--- src/hdl/htc_pkg.sv ---
// ----------------------------------------------------------------------------
// htc_pkg: shared types and constants for the Huffman tree codec
// Request and result payloads, request and result codes, sequencer states.
// ----------------------------------------------------------------------------
package htc_pkg;
   localparam int NUM_SYMBOLS = 16;
   localparam int NODE_COUNT  = 2 * NUM_SYMBOLS - 1;
   localparam int SYM_W       = 4;
   localparam int NODE_W      = 5;
   localparam int CNT_W       = 6;
   localparam int CODE_MAX    = 15;

   typedef enum logic [1:0] {
      REQ_LOAD   = 2'd0,
      REQ_ENCODE = 2'd1,
      REQ_DECODE = 2'd2,
      REQ_BAD    = 2'd3
   } req_kind_type;

   typedef enum logic [1:0] {
      RSP_BUILT  = 2'd0,
      RSP_CODE   = 2'd1,
      RSP_SYMBOL = 2'd2,
      RSP_ERROR  = 2'd3
   } rsp_kind_type;

   typedef struct packed {
      logic [1:0]  req_type;
      logic [3:0]  symbol;
      logic [23:0] weight;
      logic        last;
      logic        code_bit;
   } req_type_type;

   typedef struct packed {
      logic [1:0]  result_kind;
      logic [3:0]  symbol_out;
      logic [14:0] code_bits;
      logic [3:0]  code_length;
   } rsp_type;

   typedef enum logic [3:0] {
      ST_IDLE,
      ST_INIT,      // copy leaf into node store, clear scan position
      ST_INS_SCAN,
      ST_INS_SHIFT,
      ST_MERGE_A,
      ST_MERGE_B,
      ST_MERGE_POP,
      ST_CODE,
      ST_LEAF,
      ST_OUT
   } state_type;
endpackage

--- src/hdl/htc_cmp.sv ---
// ----------------------------------------------------------------------------
// htc_cmp: shared weight compare and saturating add unit
// One 32-bit saturating add and one 32-bit compare, shared by insert scan and merge.
// ----------------------------------------------------------------------------
module htc_cmp import htc_pkg::*; (
   input  logic [31:0] a,
   input  logic [31:0] b,
   output logic [31:0] sum,
   output logic        a_le_b
);
   logic [32:0] raw;
   assign raw    = {1'b0, a} + {1'b0, b};
   assign sum    = raw[32] ? 32'hFFFF_FFFF : raw[31:0];
   assign a_le_b = (a <= b);
endmodule

--- config.mk ---
export PLATFORM = sky130hd
export DESIGN_NAME = htc_cmp
export DESIGN_NICKNAME = d
export VERILOG_FILES = /design/src/hdl/htc_pkg.sv /design/src/hdl/htc_cmp.sv
export SDC_FILE = /design/constraint.sdc
export NUM_CORES = 1
export LEC_CHECK = 0
export BUFFER_PORTS_ARGS = -buffer_cell sky130_fd_sc_hd__buf_2
export CAP_MARGIN = 20
export CORE_MARGIN = 2
export CORE_UTILIZATION = 40
export DETAILED_ROUTE_END_ITERATION = 12
export PLACE_DENSITY = 0.66
export SLEW_MARGIN = 20
export SYNTH_ARGS = -nofsm -noshare
export SYNTH_HDL_FRONTEND = slang
export SYNTH_SLANG_ARGS = --single-unit
--- constraint.sdc ---
create_clock -name vclk -period 7.3
set_input_delay 1.095 -clock vclk [all_inputs]
set_output_delay 1.095 -clock vclk [all_outputs]
set_load 0.05 [all_outputs]
==> impl_metrics.csv <==
group,metric,value,unit
global_routing,grt-ovfl-total,0,
cells_and_area,final_cell_mix,"buf_2, ha_1, inv_1, a21oi_1, nor2_1",
floorplan,dieWidth,89.1,um
synthesis,ys_warn_count,0,
power_and_ir_drop,ir_drop,0.0723,mV
critical_path,cp_slowest_cell,"a31o_4",
sta,period_share,68.3,%
cells_and_area,syn_to_final_growth,18.5,%
sta,timing_hold_violations_final,0,
floorplan,die-area,7930,um2
critical_path,slowest_delay,0.42,ns
detailed_routing,wl_per_cell,13.1,um
worst_hold_path,hold_end,"sum[0]",
detailed_routing,drt_iter0_markers,117,
worst_hold_path,min_from,"b[0]",
place,dp_hpwl,6700,um
cells_and_area,finish.instance_area,3430,um2
critical_path,worst_setup_path_end_kind,"output pin",
floorplan,boundaryPins,97,
synthesis,syn_area,2890,um2
detailed_routing,first_pass_iters,5,
sta,slew_headroom,71.3,%
cts,post_cts_buffers,0,
global_routing,antenna_found_initial,0,
synthesis,ys_seq_area_share,0,%
cts,cts_resized,0,
worst_hold_path,hold_path.class,"primary input to output pin",
cells_and_area,seq_cells,0,
sta,fin_setup_tns,0,ns
critical_path,cp_common_cell,"buf_2",
synthesis,syn_nets,548,
floorplan,start_util,40.6,%
cells_and_area,diodes,0,
place,placed_cells,603,
sta,fin_crit,4.99,ns
critical_path,required,6.20,ns
synthesis,ys_types,64,
detailed_routing,postRouteAntennaNets,0,
detailed_routing,vias,3187,
global_routing,grt_pass1_wl,12600,um
cells_and_area,final_common_cell,"buf_2",
floorplan,die_y,89.1,um
global_routing,grt_pass1_vias,2919,
floorplan,core,7140,um2
power_and_ir_drop,power,0.426,mW
cells_and_area,seqCellArea,0,um2
critical_path,arrival,3.89,ns
sta,setup_viol,0,
synthesis,avgSynthCellArea,6.91,um2
place,port-buffer-count,97,
critical_path,crit_type,"primary input to output pin",
sta,tightestPinTransition,0.428,ns
global_routing,grt_max_degree,32,
worst_hold_path,min_path_cells,4,
cells_and_area,stdcell_count,603,
detailed_routing,drc,0,
sta,slew_viol_final,0,
cells_and_area,clock_buffers,0,
power_and_ir_drop,p_leak,1.74,nW
global_routing,grt_use_total,18.9,%
detailed_routing,vias_per_cell,5.29,
critical_path,path_cells,"buf_2, ha_1, fa_1, nor2b_1, or3_1, a21bo_2, and3_4, o21ai_2, a31o_4, nand2_1, o31a_1, buf_2",
place,place_congestion,0.875,
cts,hold_buffers,0,
place,placed_area,3430,um2
critical_path,crit_path_max_fanout,31,
critical_path,critPathBufInv,2,
critical_path,critPathTopFamily,"compound AO/OA/AOI/OAI gates",
cells_and_area,drive_gt1_share,22.4,%
outcome,outcome,"finished clean",
sta,rsz0062_at_grt,"false",
synthesis,syn_inst,419,
cells_and_area,finish.net_count,635,
detailed_routing,wirelength,7910,um
cells_and_area,fin_util,48.1,%
power_and_ir_drop,power_density,124,nW/um2
sta,fmax,200,MHz
critical_path,startpoint_type,"primary input",
floorplan,rows,31,
job,cap_violations,0,
[synthesized netlist by cell type (all sizes together) (2+ instances only)]
cell type	number	area (um2)
o21bai	14	105
o31a	6	52.6
o21ai	22	114
xnor2	18	158
nor2	33	126
o21a	2	15.0
nand2	29	109
nand3	6	30.0
a21oi	41	205
o2111ai	2	23.8
nor2b	9	58.8
nand2b	6	37.5
a211o	2	17.5
a221oi	3	43.8
and4	3	27.5
clkbuf	5	18.8
and2	2	12.5
nand3b	3	22.5
a21o	5	38.8
nand4	7	43.8
a211oi	6	45.0
ha	64	801
nor4	4	25.0
o31ai	3	22.5
a31oi	7	43.8
a311oi	2	17.5
o211ai	4	40.0
or3	5	31.3
or4	7	56.3
buf	7	53.8
inv	59	221
nor3	12	65.1
xor2	3	26.3
[cell type report]
type / instances / area (um2)
Fill cell: 760 / 3710
Inverter: 59 / 221
Multi-Input combinational cell: 348 / 2600
Timing Repair Buffer: 97 / 485
Tap cell: 99 / 124
[where the power goes]
part,switching [mW],internal [mW],leakage [nW]
Clock,0,0,0
Combinational,0.295,0.131,1.74
Sequential,0,0,0
Total,0.295,0.131,1.74
[cells by family after synthesis]
kind of cell,synth area share [%]
AND/OR/NAND/NOR,23.5
buffers and inverters,10.2
multiplexers,0.346
AO/OA/AOI/OAI,31.3
XOR/XNOR,6.36
adder cells (fa/ha/maj),28.4
[through the flow]
step,hold slack [ns],setup WS (ns)
finish,2.69,2.31
global route,2.72,2.18
CTS,2.70,2.29
detailed placement,2.69,2.31
global placement,2.71,2.40
floorplan,2.58,2.37
[routing by layer]
layer | global-route usage [%] | wire, um | part of all wire, % | up-vias
met2 | 36.0 | 3860 | 49 | 96
met5 | 0 | 0 | 0 | -
met3 | 0.739 | 378 | 4.8 | 2
met1 | 24.6 | 3650 | 46 | 1431
li1 | - | - | - | 1658
met4 | 0.950 | 21 | 0.27 | 0
[how the worst max path moves through the flow]
| stage | startpoint | endpoint | slack [ns] | depth (start not counted) |
|---|---|---|---|---|
| detailed placement | a[0] | sum[27] | 2.31 | 12 |
| CTS | a[0] | sum[27] | 2.29 | 12 |
| floorplan | a[0] | sum[30] | 2.37 | 9 |
| finish | a[0] | sum[27] | 2.31 | 12 |
| global placement | a[0] | sum[27] | 2.40 | 12 |
| global route | a[0] | sum[27] | 2.18 | 12 |
Power figures use the tool's default switching activity.
